**config.mk**
```make
export PLATFORM = sky130hd
export DESIGN_NAME = dda_line_stepper
export DESIGN_NICKNAME = d
export VERILOG_FILES = /design/src/hw/rtl/dls_pkg.sv /design/src/hw/rtl/dls_divider.sv /design/src/hw/rtl/dda_line_stepper.sv
export SDC_FILE = /design/constraint.sdc
export NUM_CORES = 1
export LEC_CHECK = 0
export BUFFER_PORTS_ARGS = -buffer_cell sky130_fd_sc_hd__buf_4
export CELL_PAD_IN_SITES_DETAIL_PLACEMENT = 1
export CELL_PAD_IN_SITES_GLOBAL_PLACEMENT = 2
export CORE_UTILIZATION = 36
export CTS_CLUSTER_DIAMETER = 200
export DETAILED_ROUTE_END_ITERATION = 8
export GPL_TIMING_DRIVEN = 0
export PLACE_DENSITY_LB_ADDON = 0.1
export SLEW_MARGIN = 20
export SYNTH_ARGS = -nofsm -noshare
export SYNTH_HDL_FRONTEND = slang
export SYNTH_SLANG_ARGS = --single-unit
```
**constraint.sdc**
```tcl
create_clock -name clk -period 4.93 [get_ports clk]
set_input_delay 0 -clock clk [delete_from_list [all_inputs] [get_ports clk]]
set_output_delay 0 -clock clk [all_outputs]
set_load 0.01 [all_outputs]
```
**src/hw/rtl/dls_pkg.sv**
```systemverilog
// shared constants, types and helpers for the dda line stepper
package dls_pkg;

    localparam int COORD_BITS = 10;
    localparam int FRAC_BITS  = 24;

    // accumulator and increment width: integer part plus fraction
    localparam int ACC_W      = COORD_BITS + FRAC_BITS;
    localparam int STEPS_W    = COORD_BITS + 1;
    localparam int K_W        = $clog2(COORD_BITS + 1);
    localparam int DIV_CNT_W  = $clog2(ACC_W);

    // initial fraction bias so the floor at the endpoint is exact
    localparam logic [ACC_W-1:0] FRAC_BIAS = ACC_W'(1) << (FRAC_BITS - 14);

    // request codes
    localparam logic REQ_START = 1'b0;
    localparam logic REQ_POINT = 1'b1;

    typedef enum logic [2:0] {
        ST_IDLE,
        ST_LOAD_X,
        ST_RUN_X,
        ST_LOAD_Y,
        ST_RUN_Y
    } state_t;

    typedef struct packed {
        logic                  req_type;
        logic [COORD_BITS-1:0] start_x;
        logic [COORD_BITS-1:0] start_y;
        logic [COORD_BITS-1:0] end_x;
        logic [COORD_BITS-1:0] end_y;
        logic                  use_symmetric;
    } req_t;

    typedef struct packed {
        logic [COORD_BITS-1:0] point_x;
        logic [COORD_BITS-1:0] point_y;
        logic                  last_point;
    } pnt_t;

    // number of significant bits of a value: log2 of the smallest power of two above it
    function automatic logic [K_W-1:0] bit_length(input logic [COORD_BITS-1:0] v);
        logic [K_W-1:0] len;
        len = '0;
        for (int i = 0; i < COORD_BITS; i++)
        begin
            if (v[i])
            begin
                len = K_W'(i + 1);
            end
        end
        return len;
    endfunction

endpackage

```
**src/hw/rtl/dls_divider.sv**
```systemverilog
// restoring divider, one quotient bit per cycle: (dividend << FRAC_BITS) / divisor
module dls_divider
(
    input  logic                           clk,
    input  logic                           rst_n,
    input  logic                           start,
    input  logic [dls_pkg::COORD_BITS-1:0] dividend,
    input  logic [dls_pkg::COORD_BITS-1:0] divisor,
    output logic                           done,
    output logic [dls_pkg::ACC_W-1:0]      quotient
);

    logic                             busy_reg;
    logic                             done_reg;
    logic [dls_pkg::DIV_CNT_W-1:0]    cnt_reg;
    logic [dls_pkg::COORD_BITS-1:0]   rem_reg;
    logic [dls_pkg::COORD_BITS-1:0]   dvs_reg;
    logic [dls_pkg::ACC_W-1:0]        dq_reg;

    logic [dls_pkg::COORD_BITS:0]     shifted;
    logic [dls_pkg::COORD_BITS:0]     diff;
    logic                             ge;
    logic                             last_iter;

    // one restoring step: shift in next dividend bit, trial subtract
    always_comb
    begin
        shifted   = {rem_reg, dq_reg[dls_pkg::ACC_W-1]};
        diff      = shifted - {1'b0, dvs_reg};
        ge        = (shifted >= {1'b0, dvs_reg});
        last_iter = (cnt_reg == dls_pkg::DIV_CNT_W'(dls_pkg::ACC_W - 1));
    end

    // control
    always_ff @(posedge clk or negedge rst_n)
    begin
        if (!rst_n)
        begin
            busy_reg <= 1'b0;
            done_reg <= 1'b0;
            cnt_reg  <= '0;
        end
        else
        begin
            done_reg <= busy_reg && last_iter;
            if (start)
            begin
                busy_reg <= 1'b1;
                cnt_reg  <= '0;
            end
            else if (busy_reg)
            begin
                cnt_reg <= cnt_reg + 1'b1;
                if (last_iter)
                begin
                    busy_reg <= 1'b0;
                end
            end
        end
    end

    // remainder and dividend/quotient shift register
    always_ff @(posedge clk)
    begin
        if (start)
        begin
            rem_reg <= '0;
            dvs_reg <= divisor;
            dq_reg  <= {dividend, {dls_pkg::FRAC_BITS{1'b0}}};
        end
        else if (busy_reg)
        begin
            rem_reg <= ge ? diff[dls_pkg::COORD_BITS-1:0] : shifted[dls_pkg::COORD_BITS-1:0];
            dq_reg  <= {dq_reg[dls_pkg::ACC_W-2:0], ge};
        end
    end

    assign done     = done_reg;
    assign quotient = dq_reg;

endmodule

```
**src/hw/rtl/dda_line_stepper.sv**
```systemverilog
// dda line stepper top level: sequencer, accumulators and point output register
// A start transaction loads two endpoints and a mode and gives no point; a point
// transaction then gives one point of the line, the last one flagged, and a point
// transaction with no line in progress gives nothing. A point transaction is taken
// every cycle while the output register drains. A start in symmetric mode, or with
// equal endpoints, needs no divide. A start in simple mode runs the shared restoring
// divider twice, once per axis, at one quotient bit per cycle, so the block stalls
// requests through the load and run states of both divides.
module dda_line_stepper
(
    input  logic          clk,
    input  logic          rst_n,
    input  logic          req_valid,
    output logic          req_stall,
    input  dls_pkg::req_t req_data,
    output logic          pnt_valid,
    input  logic          pnt_stall,
    output dls_pkg::pnt_t pnt_data
);

    dls_pkg::state_t                 state_reg;
    dls_pkg::state_t                 state_next;

    logic [dls_pkg::ACC_W-1:0]       x_acc_reg;
    logic [dls_pkg::ACC_W-1:0]       y_acc_reg;
    logic [dls_pkg::ACC_W-1:0]       x_step_reg;
    logic [dls_pkg::ACC_W-1:0]       y_step_reg;
    logic [dls_pkg::STEPS_W-1:0]     steps_left_reg;
    logic                            line_active_reg;
    logic [dls_pkg::COORD_BITS-1:0]  dxm_reg;
    logic [dls_pkg::COORD_BITS-1:0]  dym_reg;
    logic [dls_pkg::COORD_BITS-1:0]  len_reg;
    logic                            xneg_reg;
    logic                            yneg_reg;
    logic                            pnt_valid_reg;
    dls_pkg::pnt_t                   pnt_data_reg;

    logic                            accept;
    logic                            start_acc;
    logic                            point_acc;
    logic                            pnt_load;
    logic                            is_last;
    logic                            xneg;
    logic                            yneg;
    logic [dls_pkg::COORD_BITS-1:0]  dxm;
    logic [dls_pkg::COORD_BITS-1:0]  dym;
    logic [dls_pkg::COORD_BITS-1:0]  len;
    logic [dls_pkg::K_W-1:0]         k;
    logic                            use_div;

    logic                            div_start;
    logic [dls_pkg::COORD_BITS-1:0]  div_dividend;
    logic                            div_done;
    logic [dls_pkg::ACC_W-1:0]       div_q;

    // handshake decode
    always_comb
    begin
        accept    = req_valid && !req_stall;
        start_acc = accept && (req_data.req_type == dls_pkg::REQ_START);
        point_acc = accept && (req_data.req_type == dls_pkg::REQ_POINT);
        pnt_load  = point_acc && line_active_reg;
        is_last   = (steps_left_reg == '0);
    end

    // endpoint differences, major length and power-of-two exponent
    always_comb
    begin
        xneg    = (req_data.end_x < req_data.start_x);
        yneg    = (req_data.end_y < req_data.start_y);
        dxm     = xneg ? (req_data.start_x - req_data.end_x) : (req_data.end_x - req_data.start_x);
        dym     = yneg ? (req_data.start_y - req_data.end_y) : (req_data.end_y - req_data.start_y);
        len     = (dxm > dym) ? dxm : dym;
        k       = dls_pkg::bit_length(len);
        use_div = !req_data.use_symmetric && (len != '0);
    end

    // next state
    always_comb
    begin
        state_next = state_reg;
        case (state_reg)
            dls_pkg::ST_IDLE:
            begin
                if (start_acc && use_div)
                begin
                    state_next = dls_pkg::ST_LOAD_X;
                end
            end
            dls_pkg::ST_LOAD_X:
            begin
                state_next = dls_pkg::ST_RUN_X;
            end
            dls_pkg::ST_RUN_X:
            begin
                if (div_done)
                begin
                    state_next = dls_pkg::ST_LOAD_Y;
                end
            end
            dls_pkg::ST_LOAD_Y:
            begin
                state_next = dls_pkg::ST_RUN_Y;
            end
            dls_pkg::ST_RUN_Y:
            begin
                if (div_done)
                begin
                    state_next = dls_pkg::ST_IDLE;
                end
            end
            default:
            begin
                state_next = dls_pkg::ST_IDLE;
            end
        endcase
    end

    // sequencer outputs
    always_comb
    begin
        div_start    = 1'b0;
        div_dividend = dym_reg;
        req_stall    = 1'b1;
        case (state_reg)
            dls_pkg::ST_IDLE:
            begin
                req_stall = pnt_valid_reg && pnt_stall;
            end
            dls_pkg::ST_LOAD_X:
            begin
                div_start    = 1'b1;
                div_dividend = dxm_reg;
            end
            dls_pkg::ST_LOAD_Y:
            begin
                div_start = 1'b1;
            end
            default:
            begin
                div_start = 1'b0;
            end
        endcase
    end

    always_ff @(posedge clk or negedge rst_n)
    begin
        if (!rst_n)
        begin
            state_reg <= dls_pkg::ST_IDLE;
        end
        else
        begin
            state_reg <= state_next;
        end
    end

    // shared divider for both axes
    dls_divider u_div
    (
        .clk      (clk),
        .rst_n    (rst_n),
        .start    (div_start),
        .dividend (div_dividend),
        .divisor  (len_reg),
        .done     (div_done),
        .quotient (div_q)
    );

    // line state: accumulators, increments, step count
    always_ff @(posedge clk or negedge rst_n)
    begin
        if (!rst_n)
        begin
            x_acc_reg       <= '0;
            y_acc_reg       <= '0;
            x_step_reg      <= '0;
            y_step_reg      <= '0;
            steps_left_reg  <= '0;
            line_active_reg <= 1'b0;
        end
        else if (start_acc)
        begin
            x_acc_reg       <= {req_data.start_x, {dls_pkg::FRAC_BITS{1'b0}}} + dls_pkg::FRAC_BIAS;
            y_acc_reg       <= {req_data.start_y, {dls_pkg::FRAC_BITS{1'b0}}} + dls_pkg::FRAC_BIAS;
            line_active_reg <= 1'b1;
            if (len == '0)
            begin
                x_step_reg     <= '0;
                y_step_reg     <= '0;
                steps_left_reg <= '0;
            end
            else if (req_data.use_symmetric)
            begin
                x_step_reg <= xneg
                    ? (dls_pkg::ACC_W'(0) - ({dxm, {dls_pkg::FRAC_BITS{1'b0}}} >> k))
                    : ({dxm, {dls_pkg::FRAC_BITS{1'b0}}} >> k);
                y_step_reg <= yneg
                    ? (dls_pkg::ACC_W'(0) - ({dym, {dls_pkg::FRAC_BITS{1'b0}}} >> k))
                    : ({dym, {dls_pkg::FRAC_BITS{1'b0}}} >> k);
                steps_left_reg <= dls_pkg::STEPS_W'(1) << k;
            end
            else
            begin
                steps_left_reg <= {1'b0, len};
            end
        end
        else if (div_done && (state_reg == dls_pkg::ST_RUN_X))
        begin
            x_step_reg <= xneg_reg ? (dls_pkg::ACC_W'(0) - div_q) : div_q;
        end
        else if (div_done && (state_reg == dls_pkg::ST_RUN_Y))
        begin
            y_step_reg <= yneg_reg ? (dls_pkg::ACC_W'(0) - div_q) : div_q;
        end
        else if (pnt_load)
        begin
            if (is_last)
            begin
                line_active_reg <= 1'b0;
            end
            else
            begin
                x_acc_reg      <= x_acc_reg + x_step_reg;
                y_acc_reg      <= y_acc_reg + y_step_reg;
                steps_left_reg <= steps_left_reg - 1'b1;
            end
        end
    end

    // divider operands captured at start
    always_ff @(posedge clk)
    begin
        if (start_acc)
        begin
            dxm_reg  <= dxm;
            dym_reg  <= dym;
            len_reg  <= len;
            xneg_reg <= xneg;
            yneg_reg <= yneg;
        end
    end

    // point output register
    always_ff @(posedge clk or negedge rst_n)
    begin
        if (!rst_n)
        begin
            pnt_valid_reg <= 1'b0;
        end
        else if (pnt_load)
        begin
            pnt_valid_reg <= 1'b1;
        end
        else if (!pnt_stall)
        begin
            pnt_valid_reg <= 1'b0;
        end
    end

    always_ff @(posedge clk)
    begin
        if (pnt_load)
        begin
            pnt_data_reg.point_x    <= x_acc_reg[dls_pkg::ACC_W-1:dls_pkg::FRAC_BITS];
            pnt_data_reg.point_y    <= y_acc_reg[dls_pkg::ACC_W-1:dls_pkg::FRAC_BITS];
            pnt_data_reg.last_point <= is_last;
        end
    end

    assign pnt_valid = pnt_valid_reg;
    assign pnt_data  = pnt_data_reg;

    // no request taken while the divider sequence runs
    a_stall_when_busy: assert property (@(posedge clk) disable iff (!rst_n)
        (state_reg != dls_pkg::ST_IDLE) |-> req_stall)
        else $error("request accepted during divide");

    // divider completes only while the sequencer waits for it
    a_done_in_run: assert property (@(posedge clk) disable iff (!rst_n)
        div_done |-> ((state_reg == dls_pkg::ST_RUN_X) || (state_reg == dls_pkg::ST_RUN_Y)))
        else $error("divider done outside a run state");

    // emitting the last point ends the line
    a_last_ends_line: assert property (@(posedge clk) disable iff (!rst_n)
        (pnt_load && is_last) |=> (!line_active_reg && pnt_valid && pnt_data.last_point))
        else $error("line still active after last point");

    // a point is only produced from an active line
    a_point_needs_line: assert property (@(posedge clk) disable iff (!rst_n)
        $rose(pnt_valid) |-> $past(line_active_reg))
        else $error("point emitted with no active line");

endmodule
```
==> results.yml <==
final_layout:
  num-nets-final: 2809
  final_layout_fill_cell_count: 6049
  drive_above_1_share_pct: 25.63
  multiInputGateArea_um2: 14350
  seqCellArea_um2: 6877
  flow.area_growth_from_synthesis_pct: 37.12
status:
  status: "finished with violations"
  violations: "negative setup slack"
routing:
  antenna_violating_nets_post_route: 0
  detail_route.iter0.violations: 1268
  drt_drc_violations_left: 0
  avgViaCountPerCell: 5.851
  num_vias: 19850
  top_layer_used: "met4"
  wl_met1_um: 36680
  route.detailed.wl_per_inst_um: 25.36
  route.met3.wl_um: 3587
  drt_pre_antenna_iters: 5
  met2RoutedLength_um: 41850
  routed_wirelength_um: 86040
sta:
  post-route-min-period_ps: 6362
  hold_viol: 0
  layout_worst_path_cycle_share_pct: 129.0
  max_freq_ghz: 0.1572
  totalNegativeSetupSlack_ps: -48410
  worst_pin_slew_ps: 1173
  rsz0062_at_grt: "yes"
  setup_violations: 74
  drv_slew: 0
  worst_slack_ps: -1432
  relSlewSlack_pct: 21.77
  hold-worst-slack_ps: 183.7
  clock-skew-final_ps: 20.17
global_route:
  first_pass_grt_wire_length_um: 126500
  antenna_found_initial: 1
  grt_start_max_net_pins: 68
  grt_usage_pct: 29.39
  grt_overflow: 0
  first_global_vias: 20210
power_and_ir_drop:
  static-leakage-power_nw: 11.74
  power-per-cell-area_nw_per_um2: 722.6
  worst_ir_drop_vdd_v: 0.0003733
clock_tree:
  cts_inserted_buffers: 35
  cts.sinks: 267
  cts_htree_levels: 2
  clock_tree.buffer_depth: 3
  cts_tree: "done"
  clk-insertion-delay-late_ps: 560
  clock_slew_at_the_register_clock_pins_of_the_worst_setup_and_hold_paths_ps: 60
  root_buffer: "sky130_fd_sc_hd__clkbuf_16"
floorplanning:
  initial_utilization_pct: 36.76
  core.rowCount: 85
  die_w_um: 237.6
  ios: 69
  die_y_um: 237.6
  core_um2: 54350
  fp.dieArea_um2: 56440
setup_path:
  critical-path-slowest-cell: "sky130_fd_sc_hd__or3b_4"
  crit_buf_inv: 11
  setup.worst_path.class: "in -> reg"
  critical_path.endpoint_type: "register"
  cp_slowest_stage_delay_ps: 440
  critical_path.startpoint_type: "primary input"
  crit_arrival_ps: 6800
  critPathMaxFanout: 6
  critPathRequiredTime_ps: 5370
  critical_path.top_delay_family: "compound AO/OA/AOI/OAI gates"
placement:
  port-buffer-count: 67
  dp_hpwl_um: 61560
  finalWeightedCongestion: 0.9362
synthesis:
  syn_inst: 2318
  ys_async_sr_fraction_pct: 59.93
  synth-seq-area-share_pct: 34.42
  synthMostInstantiatedCell: "sky130_fd_sc_hd__nand2_1"
  netlist_area_before_placement_um2: 19980
  ys_top_cells_by_area: "sky130_fd_sc_hd__dfrtp_1 (20%), sky130_fd_sc_hd__edfxtp_1 (11%), sky130_fd_sc_hd__ha_1 (8.1%), sky130_fd_sc_hd__o21ai_0 (4.5%), sky130_fd_sc_hd__xnor2_1 (4.4%)"
  synth_edf_count: 73
  synth.cells.most_frequent: "sky130_fd_sc_hd__nand2_1 (205), sky130_fd_sc_hd__nor2_1 (188), sky130_fd_sc_hd__o21ai_0 (179)"
  post-synth-top-area-cell: "sky130_fd_sc_hd__dfrtp_1"
  syn_avg_cell_area_um2: 8.619
  synthesis.yosys.warnings: 0
  synth_cell_types: 99
  netlist.area_leader.share_pct: 20.04
  synthFlopType: "sky130_fd_sc_hd__dfrtp_1"
  synth_seq_cells: 267
job:
  max_cap_viol_count: 0
worst_hold_path:
  holdCritPathClass: "in -> reg"
## routing by layer
layer | up-vias | GRT usage (%)
met2 | 566 | 50.07
met1 | 10010 | 37.84
li1 | 9076 | -
met5 | - | 0
met3 | 206 | 3.333
met4 | 0 | 11.79
## cells by family after synthesis
kind of cell / share of synthesized area [%]
AOI/OAI and AO/OA: 23.32
xor gates and xnor gates: 7.847
DFF: 34.42
muxes: 3.808
and+or+nand+nor: 16.61
buffers and inverters: 5.136
adders and majority gates: 8.843
other: 0.01877
## report_power, final
group          internal [mW]  switching (mW)  total (mW)
Clock                   1.81            1.08        2.89
Combinational           5.48            7.45        12.9
Sequential              3.20           0.767        3.97
## stage by stage
step / power (mW) / util [%] / instance area, µm² / setup WS [ps] / std cells
2_1_floorplan: 10.37 / - / 20330 / -1031 / 2321
3_3_place_gp: 13.12 / 40.03 / 21760 / -3309 / 3127
3_5_place_dp: 13.37 / 40.24 / 21870 / -3311 / 3131
4_1_cts: 18.07 / 47.25 / 25680 / -1153 / 3328
5_1_grt: 20.87 / 50.40 / 27390 / -1535 / 3392
6_report: 19.80 / 50.41 / 27390 / -1432 / 3393
## worst register-to-register path: cells and delay by family, from the launching register on
kind | cells | cell delay, ps
adder cells (fa/ha/maj) | 1 | 240
buffers and inverters | 1 | 170
XOR/XNOR | 1 | 210
AO/OA/AOI/OAI | 2 | 280
AND/OR/NAND/NOR | 12 | 4200
flip-flops | 1 | 370
## final cells by class
type,instances,share of cell area [%]
multi-input combinational,1798,52.40
antenna,1,0.009135
tap,739,3.375
timing repair buffer,274,9.350
sequential,267,25.10
clock buffer,43,3.494
buffer,124,3.156
inverter,126,1.877
clock inverter,21,1.238
## cell usage in the layout (no fill, tap or decap), drive strengths merged, types with 20 or more instances in the layout
cell,count
a211oi,32
a21o,43
a21oi,137
a221oi,25
a31oi,27
and3,20
buf,286
clkbuf,129
dfrtp,160
dfxtp,34
dlygate4sd3,26
edfxtp,73
ha,130
inv,125
mux2i,67
nand2,206
nand2b,25
nand3,100
nor2,188
nor3,48
o211ai,25
o21a,25
o21ai,185
o31ai,32
or3,46
xnor2,100
xor2,79
## path summary, 6_finish.rpt
| kind | cells after the start | end | start | slack [ps] |
|---|---|---|---|---|
| min in group asynchronous | 4 | x_acc_reg[17]$_DFFE_PN0P_ | rst_n | 550 |
| max in group asynchronous | 5 | u_div.cnt_reg[4]$_DFFE_PN0P_ | rst_n | 3700 |
| worst max-delay path | 34 | x_step_reg[33]$_DFFE_PN0P_ | req_data[1] | -1430 |
| worst min-delay path | 2 | steps_left_reg[0]$_DFFE_PN0P_ | req_data[0] | 180 |
| worst min register to register | 0 | u_div.dvs_reg[0]$_DFFE_PN_ | len_reg[0]$_DFFE_PP_ | 420 |
| worst max register to register | 17 | y_step_reg[32]$_DFFE_PN0P_ | u_div.quotient[0]$_SDFFE_PN0P_ | -620 |
## repair_timing
action | 4_1_cts | 5_1_grt
pin swaps | 94 | 113
resized for setup | 291 | 258
setup endpoints to repair | 90 | 82
setup buffers | 107 | 69
hold buffers | 27 | 0
endpoints found under the hold margin | 116 | 0
gates cloned | 3 | 3
Power figures use the tool's default switching activity.
